File: src/hdl/ioihr_ram.sv
// Generic simple dual-port RAM, one write port, one registered read port.
// No dependencies.
`timescale 1ns / 1ps
`default_nettype none
module ioihr_ram #(
  parameter int WIDTH = 32,
  parameter int DEPTH = 64
) (
  input  wire logic                     clk_i,
  input  wire logic                     we_i,
  input  wire logic [$clog2(DEPTH)-1:0] waddr_i,
  input  wire logic [WIDTH-1:0]         wdata_i,
  input  wire logic                     re_i,
  input  wire logic [$clog2(DEPTH)-1:0] raddr_i,
  output logic      [WIDTH-1:0]         rdata_o
);
  logic [WIDTH-1:0] mem_q [DEPTH];

  always_ff @(posedge clk_i) begin
    if (we_i) begin
      mem_q[waddr_i] <= wdata_i;
    end
    if (re_i) begin
      rdata_o <= mem_q[raddr_i];
    end
  end
endmodule
`default_nettype wire

File: config.mk
export PLATFORM = sky130hd
export DESIGN_NAME = ioihr_ram
export DESIGN_NICKNAME = d
export VERILOG_FILES = /design/src/hdl/ioihr_ram.sv
export SDC_FILE = /design/constraint.sdc
export NUM_CORES = 2
export LEC_CHECK = 0
export BUFFER_PORTS_ARGS = -buffer_cell sky130_fd_sc_hd__buf_4
export CORE_UTILIZATION = 57
export CTS_CLUSTER_SIZE = 30
export DETAILED_ROUTE_END_ITERATION = 12
export GPL_TIMING_DRIVEN = 1
export PLACE_DENSITY_LB_ADDON = 0.1
export SKIP_CTS_REPAIR_TIMING = 1
export SLEW_MARGIN = 0
export SYNTH_ARGS = -nofsm -noshare
export SYNTH_HDL_FRONTEND = slang
export SYNTH_SLANG_ARGS = --single-unit
File: constraint.sdc
create_clock -name clk_i -period 3.15 [get_ports clk_i]
set_input_delay 0.1575 -clock clk_i [delete_from_list [all_inputs] [get_ports clk_i]]
set_output_delay 0.1575 -clock clk_i [all_outputs]
set_load 0.01 [all_outputs]
==> impl_metrics.py <==
metrics = {
    "timing": {
        "whs_ns": 0.1445,
        "drv_slew": 0,
        "relSlewSlack_pct": 27.53,
        "rsz0062_at_grt": "false",
        "timing.final.crit_share_pct": 86.44,
        "max_freq_ghz": 0.3672,
        "tightest_slew_ns": 1.087,
        "min_period_ns": 2.723,
        "report.final.setup_viol": 0,
        "final-hold-violation-count": 0,
        "skew_ns": 0.02306,
        "setup_ws_ns": 0.4270,
    },
    "drt": {
        "viasPerCell": 6.747,
        "vias": 38010,
        "dr.first_iter.drc_count": 4684,
        "drc": 0,
        "routed_wl_um": 200800,
        "detail_route.wl_per_cell_um": 35.65,
        "antenna_left": 0,
        "drtPass1Iterations": 7,
    },
    "floorplan": {
        "dieArea_mm2": 0.1398,
        "initial_core_util_pct": 57.41,
        "die_w_um": 373.9,
        "ios": 79,
        "die_h_um": 373.9,
        "core_area_mm2": 0.1373,
        "num_rows": 136,
    },
    "power_and_ir_drop": {
        "leakage_nw": 28.40,
        "pwr_density_cell_mw_per_mm2": 636.8,
        "vdd_drop_max_uv": 574.6,
        "power.total_mw": 57.66,
    },
    "clock_tree": {
        "clockBufferDepth": 3,
        "clk_latency_ns": 0.82,
        "cts_root_buffer": "clkbuf_16",
        "clock_sinks": 2080,
        "cts_made_buffers": 202,
        "cts_tree": "built",
        "htree_levels": 4,
        "clk_pin_slew_ns": 0.06,
    },
    "run_status": {
        "status": "finished, final reports clean",
    },
    "placed_design": {
        "io_buffers": 78,
        "gp_congestion": 0.8034,
        "post-dp-hpwl_um": 114100,
        "place_ws_ns": -0.3637,
    },
    "worst_setup_path": {
        "critPathLaunch": "raddr_i[0]",
        "required_ns": 3.67,
        "reg2reg_from": "mem_q[27][18]",
        "cp_max_fo": 29,
        "worstPathArrival_ns": 3.25,
        "critPathCaptureType": "register",
        "worst-setup-path-type": "primary input to register",
        "worstSetupStartpointType": "primary input",
    },
    "synthesis": {
        "synthArstFlopShare_pct": 0,
        "synth_flop_cell": "edfxtp_1",
        "syn-cell-area_mm2": 0.07884,
        "avgSynthCellArea_um2": 23.72,
        "synthCells": 3324,
        "synth_edf_count": 2080,
        "synth.ff_latch_count": 2080,
        "synth_nets": 3371,
        "ys_seq_area_share_pct": 79.23,
        "ys_types": 33,
        "synth_warnings": 0,
    },
    "global_route": {
        "use_met3_pct": 5.733,
        "antenna_found_initial": 16,
        "grt_pass1_wl_um": 283300,
        "overflow": 0,
        "use_met2_pct": 46.05,
        "grt_pass1_vias": 38430,
        "track_usage_pct": 29.19,
        "gr-usage-met1_pct": 42.13,
        "busiest_layer": "met2",
        "grt_max_degree": 65,
    },
    "min_path": {
        "min_from": "waddr_i[4]",
        "hold_path.class": "primary input to register",
    },
    "layout": {
        "fillers": 8631,
        "drive_gt1_share_pct": 30.64,
        "fin_util_pct": 65.94,
        "layout-area-overhead-vs-synth_pct": 14.86,
        "final_cell_mix": "2080 x edfxtp_1, 544 x mux4_2, 229 x buf_4, 209 x clkbuf_16, 93 x mux2i_1",
        "regArea_mm2": 0.06246,
        "multiInputGateArea_mm2": 0.01598,
        "mostFrequentLayoutCell": "edfxtp_1",
        "nets": 3721,
    },
    "run": {
        "max_cap_violations": 0,
    },
}
-- flip-flops by register name, indices dropped and copies added (netlist names) --
name,flops
mem_q,2048
rdata_o,32
-- where the power goes --
group	switching (mW)	internal, mW
clock	10.0	13.9
sequential	0.107	30.7
combinational	1.73	1.16
-- final cells by class --
class                           count  share of cell area (%)
Sequential cell                  2080                   68.98
Clock buffer                      253                   5.958
Clock inverter                    112                   1.266
Antenna cell                        4                 0.01105
Multi-Input combinational cell   1062                   17.65
Timing Repair Buffer              328                   3.662
Tap cell                         1794                   2.479
-- cell families (layout without fill, tap and decap cells) --
family	Yosys count	after routing	share of synthesized area, %
DFF	2080	2080	79.23
buffers and inverters	182	693	1.124
and+or+nand+nor	223	223	1.260
other	0	4	0
AOI/OAI and AO/OA	202	202	1.666
muxes	637	637	16.72
-- metal layers --
| layer | part of all wire, % | up-vias |
|---|---|---|
| li1 | - | 15010 |
| met1 | 39 | 20640 |
| met2 | 48 | 1997 |
| met3 | 9.5 | 339 |
| met4 | 2.9 | 18 |
| met5 | 0.056 | - |
-- cell usage after synthesis, drive strengths merged (8+ instances only) --
cell / instances / share of area [%]
edfxtp: 2080 / 79
mux4: 544 / 16
nor2: 137 / 0.65
buf: 108 / 0.77
mux2i: 93 / 1.2
o22ai: 84 / 0.67
clkbuf: 74 / 0.35
a21oi: 62 / 0.39
o221ai: 27 / 0.30
nand2: 26 / 0.12
nor2b: 15 / 0.12
a22oi: 12 / 0.11
a311oi: 8 / 0.089
nand2b: 8 / 0.063
-- worst max-delay path: stages --
cell     delay (ns)
buf_8          0.39
buf_12         0.30
buf_4          0.32
mux4_2         0.55
mux4_2         0.49
o22ai_1        0.81
nor2_1         0.13
-- final timing paths --
path | to | slack, ns | depth (start not counted)
hold reg to reg | rdata_o[4] | 0.84 | 4
setup reg to reg | rdata_o[18] | 0.52 | 4
setup / recovery | rdata_o[21] | 0.43 | 7
hold / removal | mem_q[59][22] | 0.14 | 4
-- per-stage QoR --
| step | TNS (ns) | cell area [um2] | cells |
|---|---|---|---|
| floorplan | 0 | 78850 | 3324 |
| global placement | -1.217 | 83630 | 5227 |
| detailed placement | -1.252 | 83630 | 5227 |
| CTS | 0 | 90170 | 5592 |
| global route | 0 | 90540 | 5630 |
| finish | 0 | 90550 | 5633 |
Note: power is estimated with default switching activity, not from simulation.
