<file path="src/hdl/ioihr_pkg.sv">
// Shared types, sizes and codes for the inter-onset-interval histogram block.
// No dependencies.
`timescale 1ns / 1ps
`default_nettype none
package ioihr_pkg;
  localparam int NUM_BINS    = 200;
  localparam int ONSET_DEPTH = 64;

  localparam int BIN_W     = $clog2(NUM_BINS);
  localparam int RING_AW   = $clog2(ONSET_DEPTH);
  localparam int KEPT_W    = $clog2(ONSET_DEPTH + 1);
  localparam int TIME_W    = 32;
  localparam int BIN_IDX_W = 8;
  localparam int COEF_W    = 16;
  localparam int HIST_W    = 32;
  localparam int CNT_W     = 7;
  localparam int C_W       = 15;                  // coefficient never exceeds 2^14
  localparam int SUM_W     = HIST_W + BIN_W;
  localparam int NUM_W     = SUM_W + C_W;
  localparam int DVD_W     = NUM_W;
  localparam int QUO_W     = 16;
  localparam int NB_W      = 5;
  localparam int LIM_W     = COEF_W + BIN_W + 1;
  localparam int P_W       = BIN_IDX_W + 1;
  localparam int M_W       = BIN_IDX_W;
  localparam int MP_W      = HIST_W + C_W;
  localparam int LP_W      = HIST_W + COEF_W;
  localparam int FP_W      = COEF_W + CNT_W;

  localparam logic [CNT_W-1:0] CNT_MAX = '1;
  localparam logic [NB_W-1:0]  FILL_QB = NB_W'(BIN_W);
  localparam logic [NB_W-1:0]  COEF_QB = NB_W'(C_W);

  typedef logic [1:0] cfg_idx_t;
  localparam cfg_idx_t CFG_BIN_WIDTH = 2'd0;
  localparam cfg_idx_t CFG_LEAK      = 2'd1;
  localparam cfg_idx_t CFG_FILL      = 2'd2;

  localparam logic [COEF_W-1:0] BIN_WIDTH_RST = 16'd240;
  localparam logic [COEF_W-1:0] LEAK_RST      = 16'd50197;
  localparam logic [COEF_W-1:0] FILL_RST      = 16'd20026;

  typedef enum logic [4:0] {
    ST_IDLE, ST_ON_LIM, ST_ON_RRD, ST_ON_GAP, ST_ON_DIV, ST_ON_FWR, ST_ON_STORE,
    ST_LK_RD, ST_LK_MUL, ST_LK_WR,
    ST_RD_ISS, ST_RD_DIV, ST_RD_MUL, ST_RD_ACC, ST_RD_FIN, ST_RD_FDIV, ST_RESULT
  } state_e;
endpackage
`default_nettype wire

</file>
<file path="src/hdl/ioihr_div.sv">
// Shared restoring divider, one quotient bit per cycle.
// Depends on ioihr_pkg. Caller guarantees dividend < divisor * 2^nbits.
`timescale 1ns / 1ps
`default_nettype none
module ioihr_div (
  input  wire logic                          clk_i,
  input  wire logic                          rst_ni,
  input  wire logic                          start_i,
  input  wire logic [ioihr_pkg::DVD_W-1:0]   dividend_i,
  input  wire logic [ioihr_pkg::DVD_W-1:0]   divisor_i,
  input  wire logic [ioihr_pkg::NB_W-1:0]    nbits_i,
  output logic                               idle_o,
  output logic      [ioihr_pkg::QUO_W-1:0]   quot_o
);
  logic [ioihr_pkg::DVD_W-1:0] rem_q, dsr_q;
  logic [ioihr_pkg::QUO_W-1:0] quot_q;
  logic [ioihr_pkg::NB_W-1:0]  cnt_q;

  always_ff @(posedge clk_i or negedge rst_ni) begin
    if (!rst_ni) begin
      cnt_q <= '0;
    end else if (start_i) begin
      cnt_q <= nbits_i;
    end else if (cnt_q != '0) begin
      cnt_q <= cnt_q - ioihr_pkg::NB_W'(1);
    end
  end

  always_ff @(posedge clk_i) begin
    if (start_i) begin
      rem_q  <= dividend_i;
      dsr_q  <= divisor_i << (nbits_i - ioihr_pkg::NB_W'(1));
      quot_q <= '0;
    end else if (cnt_q != '0) begin
      if (rem_q >= dsr_q) begin
        rem_q  <= rem_q - dsr_q;
        quot_q <= {quot_q[ioihr_pkg::QUO_W-2:0], 1'b1};
      end else begin
        quot_q <= {quot_q[ioihr_pkg::QUO_W-2:0], 1'b0};
      end
      dsr_q <= dsr_q >> 1;
    end
  end

  assign idle_o = (cnt_q == '0);
  assign quot_o = quot_q;
endmodule
`default_nettype wire

</file>
<file path="config.mk">
export PLATFORM = sky130hd
export DESIGN_NAME = ioihr_div
export DESIGN_NICKNAME = d
export VERILOG_FILES = /design/src/hdl/ioihr_pkg.sv /design/src/hdl/ioihr_div.sv
export SDC_FILE = /design/constraint.sdc
export NUM_CORES = 1
export LEC_CHECK = 0
export BUFFER_PORTS_ARGS = -buffer_cell sky130_fd_sc_hd__buf_2
export CORE_UTILIZATION = 24
export DETAILED_ROUTE_END_ITERATION = 8
export PLACE_DENSITY = 0.43
export SLEW_MARGIN = 10
export SYNTH_ARGS = -nofsm -noshare
export SYNTH_HDL_FRONTEND = slang
export SYNTH_SLANG_ARGS = --single-unit
</file>
<file path="constraint.sdc">
create_clock -name clk_i -period 3.85 [get_ports clk_i]
set_input_delay 0.1925 -clock clk_i [delete_from_list [all_inputs] [get_ports clk_i]]
set_output_delay 0.1925 -clock clk_i [all_outputs]
set_load 0.03 [all_outputs]
</file>
==> flow_summary_export.csv, run 1 <==
group,metric,value,unit
clock_network,post_cts_buffers,0,
sta,setup_viol,0,
worst_hold_path,holdPathEnd,"rem_q[50]$_DFFE_PP_",
synthesis,yosys_warnings,0,
layout,multi_input_area,0.00707,mm^2
clock_network,cts_tree,"built",
placed_design,place_congestion,0.850,
floorplanning,die_h,220,um
floorplanning,io_pins,135,
placed_design,dp.cells,1999,
placed_design,io_buffers,134,
clock_network,insertion_delay,0.44,ns
power_and_ir_drop,p_leak,5.60,nW
run_status,violations,"design-rule violations",
detailed_routing,wirelength,36500,um
global_routing,grtUsageTotal,15.2,%
clock_network,clk_pin_slew,0.07,ns
detailed_routing,ant_nets,0,
synthesis,synth_ff_type,"edfxtp_1",
clock_network,clock-sinks,131,
layout,area_growth,17.6,%
detailed_routing,num_vias,10100,
critical_path,r2r_slack,0.24,ns
floorplanning,dieArea,0.0483,mm^2
sta,fmax,277,MHz
detailed_routing,dr.first_iter.drc_count,650,
sta,hold_viol_final,0,
synthesis,netlist.area_leader.share,29.0,%
clock_network,cts_buffer_depth,2,
sta,worstMarginPinSlew,1.03,ns
global_routing,grt_max_degree,113,
synthesis,synth_area_leaders,"edfxtp_1 29%, mux4_2 7.9%, nand2_1 7.5%",
critical_path,crit_family,"compound AO/OA/AOI/OAI gates",
critical_path,critPathKind,"reg -> reg",
synthesis,synth.cell_area,0.0114,mm^2
critical_path,cp_data_arrival_time,3.80,ns
critical_path,setup.worst_path.end_class,"flop",
clock_network,htreeDepth,4,
synthesis,synth_cells,1325,
layout,final_area,0.0134,mm^2
floorplanning,initial_core_util,24.4,%
power_and_ir_drop,powerDensity,720,mW/mm^2
critical_path,worstRegToRegCells,13,
sta,clock-skew-final,0.0134,ns
synthesis,ys_ff_latch,131,
global_routing,grt_antenna_before_repair,0,
worst_hold_path,whs_path_depth,3,
sta,period_minus_slack,3.61,ns
global_routing,first_global_vias,9615,
detailed_routing,drtPass1Iterations,7,
run_status,status,"complete, but fails checks",
global_routing,grt_pass1_wl,56000,um
synthesis,synth-edff-count,110,
floorplanning,num_rows,79,
worst_hold_path,hp-start,"dividend_i[50]",
detailed_routing,remaining_drc_errors,16,
placed_design,dp_slack,0.0644,ns
power_and_ir_drop,total_power,9.64,mW
sta,grt_setup_unrepaired,"no",
clock_network,clockRootBuffer,"clkbuf_16",
critical_path,crit_path_max_fanout,4,
critical_path,cpMostUsedCell,"inv_1",
run,maxCapViolations,0,
layout,fin_nets,1589,
detailed_routing,viasPerCell,4.96,
sta,hold_ws,0.0394,ns
critical_path,crit_chain,"inv_1 > ha_1 > inv_1 > fa_1 > a21o_1 > a221o_1 > a211oi_4 > o22ai_2 > o21ai_2 > o221a_4 > o221ai_2 > a2111o_1 > o221a_2",
critical_path,start_kind,"flop",
synthesis,yosys.cell_count.top_type,"nand2_1",
synthesis,ys_seq_area_share,32.9,%
sta,final_max_slew_viol_count,0,
critical_path,critPathSlowestCell,"a2111o_1",
sta,fin_crit_sh,93.9,%
sta,relSlewSlack,31.3,%
clock_network,cts_made_buffers,17,
layout,ff_latch_area,0.00375,mm^2
layout,n_antenna_cell,0,
critical_path,rr_endpoint,"rem_q[48]$_DFFE_PP_",
placed_design,dp_hpwl,28900,um
layout,fill_cells,5083,
critical_path,rr_startpoint,"rem_q[0]$_DFFE_PP_",
synthesis,postSynthAreaPerCell,8.59,um^2
synthesis,asyncSetResetFlopFracSynth,3.82,%
floorplanning,core-area,0.0467,mm^2
detailed_routing,wl_per_cell,18.0,um
critical_path,path_buf_inv,2,
floorplanning,fp.dieW,220,um
synthesis,yosysTopAreaCell,"edfxtp_1",
synthesis,synth_fp_nets,1501,
critical_path,critPathMaxStageDelay,0.44,ns
sta,setup_ws,0.236,ns
critical_path,crit_required,4.04,ns
power_and_ir_drop,vdd_ir_drop_max,0.363,mV
layout,drive_above_1_share,18.7,%
worst_hold_path,hp-class,"in -> reg",
placed_design,place_area,0.0128,mm^2
layout,finalNonFillerCells,2033,
synthesis,synth_commonest_cells,"226 x nand2_1, 142 x a21oi_1, 110 x edfxtp_1, 95 x o21ai_0, 83 x clkbuf_1",
synthesis,synth_cell_type_count,72,
global_routing,grt_overflow_total,0,
## through the flow
| step | util [%] | setup TNS [ns] |
|---|---|---|
| 2_1_floorplan | - | 0 |
| 3_3_place_gp | 27.4 | -0.236 |
| 3_5_place_dp | 27.4 | 0 |
| 4_1_cts | 28.7 | 0 |
| 5_1_grt | 28.7 | 0 |
| 6_report | 28.7 | 0 |
## metal layers
layer  vias up  wire length, um  track usage, %
met5         -                0               0
met4         0              482            3.54
li1       5011                -               -
met1      4820            18700            23.0
met3        26             1440            2.29
met2       226            15900            22.3
## flip-flops by register name (all words and copies together), names as in the netlist
register,cells
cnt_q,5
dsr_q,55
rem_q,55
quot_o,16
## report_power, final
| group | total (mW) | internal (mW) | switching, mW | leakage (nW) |
|---|---|---|---|---|
| Sequential | 2.39 | 2.21 | 0.189 | 1.35 |
| Clock | 1.57 | 0.916 | 0.656 | 0.289 |
| Combinational | 5.67 | 2.26 | 3.41 | 3.96 |
| Total | 9.64 | 5.38 | 4.26 | 5.60 |
## worst register-to-register path, cell delays in order, from the launching register on
cell and delay (ns):
edfxtp_1 0.36, inv_1 0.08, ha_1 0.16, inv_1 0.05, fa_1 0.40, a21o_1 0.22, a221o_1 0.39, a211oi_4 0.33
o22ai_2 0.16, o21ai_2 0.23, o221a_4 0.25, o221ai_2 0.16, a2111o_1 0.44, o221a_2 0.13
## cells in the final DEF, fill, tap and decap left out, drive strengths merged, types with 6 or more instances in the layout
cell	netlist	final
o21ai	110	110
o21a	8	8
clkbuf	83	21
a31oi	6	6
a21oi	143	143
nor2	77	77
nand3	18	18
xor2	26	26
o22ai	16	16
nand2	226	226
and3	9	9
a221oi	7	7
buf	11	161
mux4	40	40
mux2	8	8
o211ai	8	8
edfxtp	110	110
o21bai	16	16
xnor2	32	32
a21o	36	36
ha	57	57
nor3	15	15
mux2i	48	48
inv	76	82
a211oi	28	28
nor2b	8	8
dfxtp	16	16
nand4	20	20
## worst max path at each step
stage          depth (start not counted)                   to  slack, ns                 from
2_1_floorplan                         13  dsr_q[23]$_DFFE_PP_       0.18           nbits_i[0]
3_3_place_gp                          11  rem_q[20]$_DFFE_PP_      -0.01  rem_q[27]$_DFFE_PP_
3_5_place_dp                          11  rem_q[15]$_DFFE_PP_       0.06   rem_q[8]$_DFFE_PP_
4_1_cts                               11  rem_q[18]$_DFFE_PP_       0.04  rem_q[27]$_DFFE_PP_
5_1_grt                               13  rem_q[48]$_DFFE_PP_       0.07   rem_q[0]$_DFFE_PP_
6_report                              13  rem_q[48]$_DFFE_PP_       0.24   rem_q[0]$_DFFE_PP_
## kinds of logic (layout without fill, tap and decap cells)
kind of cell             count (synthesis)  count (layout)  share of synthesized area [%]
AND/OR/NAND/NOR                        403             403                           15.4
flip-flops                             131             131                           32.9
XOR/XNOR                                58              58                           4.46
multiplexers                            96              96                           12.9
buffers and inverters                  170             271                           5.66
AO/OA/AOI/OAI                          409             409                           22.2
adder cells (fa/ha/maj)                 58              58                           6.44
## what timing repair did
item,CTS,global route
hold buffers,2,0
endpoints found under the setup margin,0,55
endpoints found under the hold margin,6,0
resized for setup,0,2
## layout make-up
type	instances	area share, %
clock buffer	21	3.68
clock inverter	11	0.523
inverter	76	2.13
multi-input combinational	1024	52.8
sequential	131	28.0
tap	607	5.67
timing repair buffer	163	7.19
Power figures use the tool's default switching activity.
==> run 2, diff against run 1 <==
Settings changed: REMOVE_ABC_BUFFERS set to 1.
==> flow_summary_export.csv, run 2 (synthesized netlist as in run 1, its figures left out) <==
group,metric,value,unit
power_and_ir_drop,vdd_ir_drop_max,0.288,mV
worst_hold_path,hp-class,"in -> reg",
clock_network,cts_buffer_depth,2,
critical_path,crit_path_max_fanout,4,
critical_path,crit_required,4.04,ns
detailed_routing,num_vias,10100,
critical_path,cpMostUsedCell,"inv_1",
clock_network,clk_pin_slew,0.07,ns
power_and_ir_drop,clock_power_share,16.8,%
global_routing,first_global_vias,9700,
run_status,status,"complete, but fails checks",
power_and_ir_drop,p_int,5.37,mW
clock_network,htreeDepth,4,
critical_path,r2r_slack,0.21,ns
detailed_routing,wirelength,36500,um
global_routing,grt_overflow_total,0,
critical_path,critPathSlowestCell,"a2111o_1",
critical_path,rr_endpoint,"rem_q[48]$_DFFE_PP_",
critical_path,critPathKind,"reg -> reg",
detailed_routing,remaining_drc_errors,10,
floorplanning,num_rows,79,
clock_network,clockRootBuffer,"clkbuf_16",
sta,final_max_slew_viol_count,0,
layout,n_antenna_cell,0,
sta,finalSetupTns,0,ns
power_and_ir_drop,p_switching,4.30,mW
placed_design,dp_hpwl,28800,um
critical_path,rr_startpoint,"rem_q[0]$_DFFE_PP_",
power_and_ir_drop,powerDensity,723,mW/mm^2
placed_design,dp_slack,-0.164,ns
critical_path,cp_data_arrival_time,3.83,ns
layout,area_growth,17.5,%
power_and_ir_drop,seqPwrFrac,24.8,%
sta,hold_viol_final,0,
floorplanning,dieArea,0.0483,mm^2
critical_path,start_kind,"flop",
clock_network,cts_tree,"built",
layout,fill_cells,5017,
floorplanning,fp.dieW,220,um
placed_design,dp.cells,1998,
sta,worstMarginPinSlew,0.940,ns
global_routing,grtUsageTotal,15.3,%
global_routing,grt_pass1_wl,56900,um
power_and_ir_drop,power_frac_comb,58.4,%
detailed_routing,viasPerCell,4.95,
detailed_routing,drtPass1Iterations,7,
clock_network,insertion_delay,0.44,ns
layout,final_area,0.0134,mm^2
floorplanning,die_h,220,um
critical_path,critPathMaxStageDelay,0.44,ns
clock_network,clock-sinks,131,
power_and_ir_drop,p_leak,5.59,nW
sta,relSlewSlack,37.0,%
layout,final_common_cell,"nand2_1",
layout,fin_nets,1588,
power_and_ir_drop,p_sw_share,44.5,%
global_routing,grt_max_degree,169,
layout,finalNonFillerCells,2032,
sta,setup_ws,0.211,ns
global_routing,grt_antenna_before_repair,1,
clock_network,post_cts_buffers,0,
sta,period_minus_slack,3.64,ns
floorplanning,io_pins,135,
sta,fmax,275,MHz
worst_hold_path,holdPathEnd,"rem_q[18]$_DFFE_PP_",
critical_path,crit_chain,"inv_1 > ha_1 > inv_1 > fa_1 > a21o_1 > a221o_1 > a211oi_4 > o22ai_2 > o21ai_2 > o221a_4 > o221ai_2 > a2111o_1 > o221a_2",
detailed_routing,dr.first_iter.drc_count,713,
layout,layout_common_cells,"224 x nand2_1, 142 x a21oi_1, 133 x buf_2",
sta,setup_viol,0,
sta,grt_setup_unrepaired,"no",
placed_design,place_congestion,0.861,
sta,clock-skew-final,0.0142,ns
detailed_routing,wl_per_cell,17.9,um
floorplanning,initial_core_util,24.4,%
critical_path,worstRegToRegCells,13,
clock_network,cts_made_buffers,17,
placed_design,place_area,0.0128,mm^2
run,maxCapViolations,0,
sta,fin_crit_sh,94.5,%
detailed_routing,ant_nets,0,
run_status,violations,"design-rule violations",
floorplanning,core-area,0.0467,mm^2
layout,fin_util,28.7,%
layout,drive_above_1_share,18.7,%
critical_path,setup.worst_path.end_class,"flop",
placed_design,io_buffers,134,
worst_hold_path,whs_path_depth,3,
worst_hold_path,hp-start,"dividend_i[18]",
run 2: worst max-delay path by stage:
stage	slack, ns	end	start
6_report	0.21	rem_q[48]$_DFFE_PP_	rem_q[0]$_DFFE_PP_
5_1_grt	0.04	rem_q[48]$_DFFE_PP_	rem_q[0]$_DFFE_PP_
4_1_cts	0.03	rem_q[10]$_DFFE_PP_	rem_q[8]$_DFFE_PP_
3_5_place_dp	-0.16	rem_q[11]$_DFFE_PP_	rem_q[8]$_DFFE_PP_
3_3_place_gp	-0.11	rem_q[12]$_DFFE_PP_	rem_q[8]$_DFFE_PP_
2_1_floorplan	-0.69	dsr_q[30]$_DFFE_PP_	nbits_i[0]
run 2: metrics by stage:
step	hold slack (ns)	total power, mW
finish	0.0387	9.67
global placement	0.0171	8.09
detailed placement	0.0135	8.06
floorplan	-0.103	6.51
CTS	0.0198	9.73
global route	0.0365	10.5
run 2: area by class of cell:
cell class	count	area, um^2	share of cell area (%)
inverter	76	285	2.13
clock buffer	19	464	3.47
multi-input combinational	1024	7070	52.8
timing repair buffer	162	942	7.04
tap	607	759	5.68
sequential	131	3750	28.0
clock inverter	13	109	0.814
run 2: critical path, delay by kind of cell (launching register included):
kind,cells,cell delay [ns]
buf+inv,2,0.11
fa+ha+maj,2,0.54
flops,1,0.36
compound gates,9,2.37
run 2: what timing repair did:
action	CTS	global route
gates resized for setup	1	1
hold buffers	2	0
endpoints found under the hold margin	6	0
endpoints found under the setup margin	43	43
run 2: power by group through the flow:
stage / clock [mW] / combinational [mW] / sequential (mW)
after global routing: 1.71 / 6.31 / 2.45
after detailed placement: 0 / 5.63 / 2.42
after global placement: 0 / 5.67 / 2.42
final: 1.62 / 5.65 / 2.40
after CTS: 1.66 / 5.66 / 2.41
after floorplan: 0 / 4.14 / 2.37
run 2: layer usage:
metal	wire [um]	vias to the layer above	GRT usage [%]
li1	-	5019	-
met2	16400	188	24.0
met5	0	-	0
met3	1140	15	1.90
met4	269	0	2.83
met1	18600	4835	22.5
